### config.mk
export PLATFORM = sky130hd
export DESIGN_NAME = cohc_ctrl
export DESIGN_NICKNAME = d
export VERILOG_FILES = /design/src/hw/rtl/cohc_pkg.sv /design/src/hw/rtl/cohc_ctrl.sv
export SDC_FILE = /design/constraint.sdc
export NUM_CORES = 1
export LEC_CHECK = 0
export BUFFER_PORTS_ARGS = -buffer_cell sky130_fd_sc_hd__buf_2
export CAP_MARGIN = 15
export CORE_MARGIN = 4
export CORE_UTILIZATION = 44
export DETAILED_ROUTE_END_ITERATION = 12
export PLACE_DENSITY_LB_ADDON = 0.1
export RECOVER_POWER = 100
export SLEW_MARGIN = 15
export SYNTH_ARGS = -nofsm -noshare
export SYNTH_HDL_FRONTEND = slang
export SYNTH_SLANG_ARGS = --single-unit
### constraint.sdc
create_clock -name clk -period 2.55 [get_ports clk]
set_input_delay 0.6375 -clock clk [delete_from_list [all_inputs] [get_ports clk]]
set_output_delay 0.6375 -clock clk [all_outputs]
set_load 0.02 [all_outputs]
### src/hw/rtl/cohc_pkg.sv
// ----------------------------------------------------------------------------
// cohc_pkg
// Shared types and constants of the compare operand hint collector.
// ----------------------------------------------------------------------------
`default_nettype none

package cohc_pkg;

  localparam logic [63:0] HASH_C1 = 64'h9e3779b97f4a7c15;
  localparam logic [63:0] HASH_C2 = 64'hbf58476d1ce4e5b9;
  localparam logic [63:0] HASH_C3 = 64'h94d049bb133111eb;
  localparam logic [63:0] HASH_C4 = 64'hff51afd7ed558ccd;
  localparam logic [63:0] HASH_C5 = 64'hc4ceb9fe1a85ec53;

  localparam logic [1:0] CFG_BLOOM_ENABLE = 2'd0;
  localparam logic [1:0] CFG_BLOOM_PERIOD = 2'd1;
  localparam logic [1:0] CFG_MAX_RECORDS  = 2'd2;

  typedef enum logic [2:0] {
    OC_LIMIT,
    OC_NOT_CONST,
    OC_FILTERED,
    OC_SEEN,
    OC_REFRESH,
    OC_APPEND,
    OC_EVICT
  } outcome_t;

  typedef enum logic [4:0] {
    S_SWEEP_INIT,
    S_IDLE,
    S_CALL,
    S_BCLR,
    S_CHECK,
    S_ROW,
    S_OP,
    S_M1,
    S_M1W,
    S_M2,
    S_M2W,
    S_BRD,
    S_BWR1,
    S_BWR2,
    S_PCMP,
    S_PUPD,
    S_NEXT,
    S_WB,
    S_DONE
  } state_t;

  typedef struct packed {
    logic     load_in;
    logic     call;
    logic     sweep;
    logic     sweep_pools;
    logic     check;
    logic     row_load;
    logic     mul_second;
    logic     bloom_rd;
    logic     bloom_wr1;
    logic     bloom_wr2;
    logic     pool_cmp;
    logic     pool_upd;
    logic     next_op;
    logic     writeback;
    logic     out_load;
    logic     oc_wr;
    logic     oc_both;
    outcome_t oc_code;
  } ctrl_cmd_t;

  typedef struct packed {
    logic bclr_need;
    logic sweep_last;
    logic active;
    logic is_const;
    logic filtered;
    logic bloom_en;
    logic seen;
    logic op_b;
    logic out_free;
  } ctrl_sts_t;

endpackage

`default_nettype wire

### src/hw/rtl/cohc_ctrl.sv
// ----------------------------------------------------------------------------
// cohc_ctrl
// Sequencer: call handling, per-operand hash, bloom and pool steps.
// ----------------------------------------------------------------------------
`default_nettype none

module cohc_ctrl (
  input  wire logic                clk,
  input  wire logic                rst_n,
  input  wire logic                in_valid,
  output logic                     in_ready,
  input  wire cohc_pkg::ctrl_sts_t sts,
  output cohc_pkg::ctrl_cmd_t      cmd
);

  import cohc_pkg::*;

  state_t state_r;
  state_t state_nxt;

  always_ff @(posedge clk) begin
    if (!rst_n) begin
      state_r <= S_SWEEP_INIT;
    end else begin
      state_r <= state_nxt;
    end
  end

  always_comb begin
    state_nxt = state_r;
    unique case (state_r)
      S_SWEEP_INIT: if (sts.sweep_last) state_nxt = S_IDLE;
      S_IDLE:       if (in_valid) state_nxt = S_CALL;
      S_CALL:       state_nxt = sts.bclr_need ? S_BCLR : S_CHECK;
      S_BCLR:       if (sts.sweep_last) state_nxt = S_CHECK;
      S_CHECK:      state_nxt = S_ROW;
      S_ROW: begin
        if (!sts.active || !sts.is_const) state_nxt = S_DONE;
        else state_nxt = S_OP;
      end
      S_OP: begin
        if (sts.filtered) state_nxt = S_NEXT;
        else if (sts.bloom_en) state_nxt = S_M1;
        else state_nxt = S_PCMP;
      end
      S_M1:   state_nxt = S_M1W;
      S_M1W:  state_nxt = S_M2;
      S_M2:   state_nxt = S_M2W;
      S_M2W:  state_nxt = S_BRD;
      S_BRD:  state_nxt = S_BWR1;
      S_BWR1: state_nxt = S_BWR2;
      S_BWR2: state_nxt = sts.seen ? S_NEXT : S_PCMP;
      S_PCMP: state_nxt = S_PUPD;
      S_PUPD: state_nxt = S_NEXT;
      S_NEXT: state_nxt = sts.op_b ? S_WB : S_OP;
      S_WB:   state_nxt = S_DONE;
      S_DONE: if (sts.out_free) state_nxt = S_IDLE;
      default: state_nxt = S_IDLE;
    endcase
  end

  always_comb begin
    cmd = '0;
    cmd.oc_code = OC_LIMIT;
    unique case (state_r)
      S_SWEEP_INIT: begin
        cmd.sweep       = 1'b1;
        cmd.sweep_pools = 1'b1;
      end
      S_IDLE:  cmd.load_in = in_valid;
      S_CALL:  cmd.call = 1'b1;
      S_BCLR:  cmd.sweep = 1'b1;
      S_CHECK: cmd.check = 1'b1;
      S_ROW: begin
        cmd.row_load = 1'b1;
        if (sts.active && !sts.is_const) begin
          cmd.oc_wr   = 1'b1;
          cmd.oc_both = 1'b1;
          cmd.oc_code = OC_NOT_CONST;
        end
      end
      S_OP: begin
        if (sts.filtered) begin
          cmd.oc_wr   = 1'b1;
          cmd.oc_code = OC_FILTERED;
        end
      end
      S_M1, S_M1W, S_M2W: ;
      S_M2:   cmd.mul_second = 1'b1;
      S_BRD:  cmd.bloom_rd = 1'b1;
      S_BWR1: cmd.bloom_wr1 = 1'b1;
      S_BWR2: begin
        cmd.bloom_wr2 = 1'b1;
        if (sts.seen) begin
          cmd.oc_wr   = 1'b1;
          cmd.oc_code = OC_SEEN;
        end
      end
      S_PCMP: cmd.pool_cmp = 1'b1;
      S_PUPD: cmd.pool_upd = 1'b1;
      S_NEXT: cmd.next_op = !sts.op_b;
      S_WB:   cmd.writeback = 1'b1;
      S_DONE: cmd.out_load = sts.out_free;
      default: ;
    endcase
  end

  assign in_ready = (state_r == S_IDLE);

  a_init_once: assert property (@(posedge clk) disable iff (!rst_n)
    state_r != S_SWEEP_INIT |=> state_r != S_SWEEP_INIT)
    else $error("reset sweep entered again");

  a_accept_call: assert property (@(posedge clk) disable iff (!rst_n)
    (state_r == S_IDLE && in_valid) |=> state_r == S_CALL)
    else $error("accepted word not started");

  a_hash_enabled: assert property (@(posedge clk) disable iff (!rst_n)
    state_r == S_M1 |-> sts.bloom_en)
    else $error("hash run with filter off");

endmodule

`default_nettype wire

# --- Word level (Yosys, flattened, before mapping) ---
# Index checks and enable logic that the tools add are counted.
op_classes:
  add_sub_neg: 0
  mul: 0
  div: 0
  magnitude_cmp: 0
  eq_ne: 22
  n_shift: 0
  mux: 34
  bitwise_logic: 0
  reduce_logical: 8
ops:
  columns: ["cell", "count"]
  rows:
  - ["$pmux 5 s19", 1]
  - ["$mux 5", 9]
  - ["$eq 5x4->1 const B", 8]
  - ["$eq 5x3->1 const B", 4]
  - ["$mux 1", 18]
  - ["$eq 5x5->1 const B", 3]
  - ["$eq 5x2->1 const B", 2]
  - ["$pmux 3 s3", 1]
  - ["$ne 2x2->1 const B", 4]
  - ["$eq 5x1->1 const B", 1]
  - ["$logic_not 5->1", 1]
  - ["$mux 2", 2]
  - ["$mux 4", 1]
  - ["$reduce_and 4->1", 1]
  - ["$logic_not 1->1", 3]
  - ["$mux 3", 1]
  - ["$pmux 1 s3", 1]
  - ["$reduce_or 2->1", 1]
  - ["$logic_and 1x1->1", 1]
  - ["$logic_or 1x1->1", 1]
word_totals:
  ff_bits: 5
  latchBits: 0
  ram_bits: 0
  romBits: 0
  inputBits: 12
  n_memories: 0

# --- Depth between registers and ports, before layout ---
depth:
  ltp_word: 4
  mapped_depth: 7

# --- Worst setup path after synthesis ---
# Ideal clock, no wire load.
synth_timing:
  path_type: "register to output"
  from: "reg state_r[0]"
  to: "out cmd[4] (netlist bit)"
  arrival_time_ns: 1.750
  path_slack_ns: 0.163
  path_stages_with_launch: 8
  path_buffers: 1
  path_cell_list: "dfxtp_1 -> buf_4 -> or3b_4 -> or2_2 -> inv_1 -> nand3b_1 -> inv_1 -> or2_2"
synth_lines:
  columns: ["element", "line_no", "rtl"]
  rows:
  - ["start: declaration", "cohc_ctrl.sv:18", "state_t state_r;"]
  - ["start signal: assignment", "cohc_ctrl.sv:25", "state_r <= state_nxt;"]
  - ["end: declaration", "cohc_ctrl.sv:13", "output cohc_pkg::ctrl_cmd_t cmd"]

==> results.sh <==
export IMPL_status="completed"
export IMPL_routedWlPerCell_microns=12.9
export IMPL_pwr_share_clk_pct=16.1
export IMPL_synth_seq_area_share_pct=15.5
export IMPL_routed_wl_mm=1.87
export IMPL_power_switching_uw=270
export IMPL_cp_arrival_ps=1760
export IMPL_crit_fanout=5
export IMPL_powerDensity_mw_per_mm2=687
export IMPL_drtAntennaViolNets=0
export IMPL_synth_edf_count=0
export IMPL_post_route_drc_count=0
export IMPL_grt_pass1_wl_mm=3.05
export IMPL_yosysTopAreaCell="dfxtp_1"
export IMPL_top_layer="met3"
export IMPL_first_global_vias=721
export IMPL_maxSlewViolCount=0
export IMPL_nets=143
export IMPL_die_h_microns=46.3
export IMPL_crit_required_ps=1910
export IMPL_crit_path_end_kind="output port"
export IMPL_synth_seq_cells=5
export IMPL_die_w_microns=46.3
export IMPL_syn_avg_cell_area_sq_um=6.47
export IMPL_drive_above_1_share_pct=19.2
export IMPL_met3_length_microns=196
export IMPL_drtIter0Drc=43
export IMPL_cts_tree="done"
export IMPL_cts_setup_buffers=0
export IMPL_yosysWarnings=0
export IMPL_skew_ps=1.08
export IMPL_syn_cell_area_sq_um=647
export IMPL_path_class="reg2out"
export IMPL_first_pass_iters=4
export IMPL_regMostFlops="state_r"
export IMPL_min_path_cells=2
export IMPL_grt_max_degree=21
export IMPL_start_util_pct=47.9
export IMPL_yosysUniqueCellTypes=37
export IMPL_htree_levels=1
export IMPL_diodes=0
export IMPL_synthTopCellsByCount="nor2_1, nand2_1, inv_1, nor3_1, o21ai_0"
export IMPL_rows=13
export IMPL_timing_hold_ws_ps=669
export IMPL_core_area_sq_mm=0.00135
export IMPL_post_route_period_util_pct=94.1
export IMPL_synth_top_cell_area_share_pct=15.5
export IMPL_cts_buffers=3
export IMPL_dp_cells=141
export IMPL_final_cells=145
export IMPL_seqPwrFrac_pct=17.6
export IMPL_clk_insertion_delay_late_ps=240
export IMPL_numClockSinks=5
export IMPL_dpl_hpwl_mm=1.45
export IMPL_cts_root_buf="clkbuf_4"
export IMPL_netlist_instances=100
export IMPL_dp_slack_ps=416
export IMPL_clock_fmax_mhz=417
export IMPL_via_per_inst=5.85
export IMPL_overflow=0
export IMPL_critical_path_startpoint_type="flop"
export IMPL_post_cts_resized=0
export IMPL_area_growth_pct=24.4
export IMPL_synth_area_leaders="dfxtp_1, nor2_1, nor3_1"
export IMPL_grtUsageTotal_pct=19.8
export IMPL_largest_registers="state_r (5)"
export IMPL_fin_ws_ps=151
export IMPL_p_int_uw=282
export IMPL_setup_tns_final_ps=0
export IMPL_irDropWorstVdd_v=0.000555
export IMPL_rsz0062_at_grt="no"
export IMPL_wl_met1_microns=833
export IMPL_cts_hold_buf=0
export IMPL_leakagePower_uw=0.000326
export IMPL_vias=848
export IMPL_async_flop_share_pct=0
export IMPL_gp_congestion=0.840
export IMPL_io_pins=33
export IMPL_wl_met2_microns=838
export IMPL_largest_reg_flops=5
export IMPL_port_buffers=31
export IMPL_reg2reg_depth=6
export IMPL_setup_violations=0
export IMPL_swShare_pct=48.9
export IMPL_antenna_found_initial=0
export IMPL_cts_max_path_buffers=2
export IMPL_fin_crit_ps=2400
export IMPL_clk_pin_slew_ps=40
export IMPL_hold_path_class="in2reg"
export IMPL_ys_flop_type="dfxtp_1"
export IMPL_finalHoldViolCount=0
export IMPL_pwr_share_comb_pct=66.3
export IMPL_yosysMostFrequentCell="nor2_1"
export IMPL_drv_max_cap_violation_count=0
export IMPL_die_area_sq_mm=0.00215
export IMPL_synth_fp_nets=112
export IMPL_total_power_uw=552
==> cells by family (layout without fill, tap and decap cells) <==
logic type | count (synthesis) | count (layout) | synth area share (%)
AOI/OAI and AO/OA | 30 | 30 | 32.7
xor gates and xnor gates | 1 | 1 | 1.35
buffers and inverters | 16 | 46 | 11.0
DFF | 5 | 5 | 15.5
other | 1 | 1 | 0.580
and+or+nand+nor | 47 | 47 | 38.9
==> critical path: stages (launching register included) <==
cell and delay [ps]:
dfxtp_1 300, or3b_4 420, or2_2 300, inv_1 90
nand3b_1 90, inv_1 70, or2_2 100, clkbuf_2 150
==> metal layers <==
metal  vias up  track usage (%)
li1        419                -
met1       380             25.6
met2        49             31.6
met3         0             7.42
met4         0             3.41
met5         -                0
==> worst paths after layout <==
check	start	endpoint	slack, ps
worst min register to register	state_r[4]	state_r[2]	700
worst min-delay path	rst_n	state_r[4]	670
worst max register to register	state_r[2]	state_r[2]	570
worst max-delay path	state_r[3]	cmd[4]	150
==> metrics by stage <==
stage                     util (%)  cell area (sq um)
after floorplan                  -                647
after global placement        59.7                806
after detailed placement      59.7                806
after CTS                     61.6                832
after global routing          59.6                805
final                         59.6                805
==> power groups by stage <==
stage                     clock network, uW  logic (uW)  registers [uW]
after floorplan                           0         288            97.1
after global placement                    0         374            97.7
after detailed placement                  0         377            98.7
after CTS                              91.8         378            97.3
after global routing                    103         403            98.1
final                                  88.7         366            97.3
==> cells in the final DEF, fill, tap and decap left out, types with 3 or more instances in the layout <==
master and instances:
o21ai_0 6, dfxtp_1 5, inv_1 7, nor3_1 7, nor2_1 11, buf_4 4, clkbuf_4 3, nand3_1 3
buf_2 11, nand2_1 9, a31oi_1 4, a21oi_1 5, clkbuf_1 19
==> final cells by class <==
cell class | instances | area, sq um
Clock buffer | 4 | 26.3
Multi-Input combinational cell | 79 | 470
Inverter | 7 | 26.3
Sequential cell | 5 | 100
Tap cell | 15 | 18.8
Timing Repair Buffer | 35 | 163
Fill cell | 158 | 546
No activity file was read; power rests on OpenSTA's default activity.
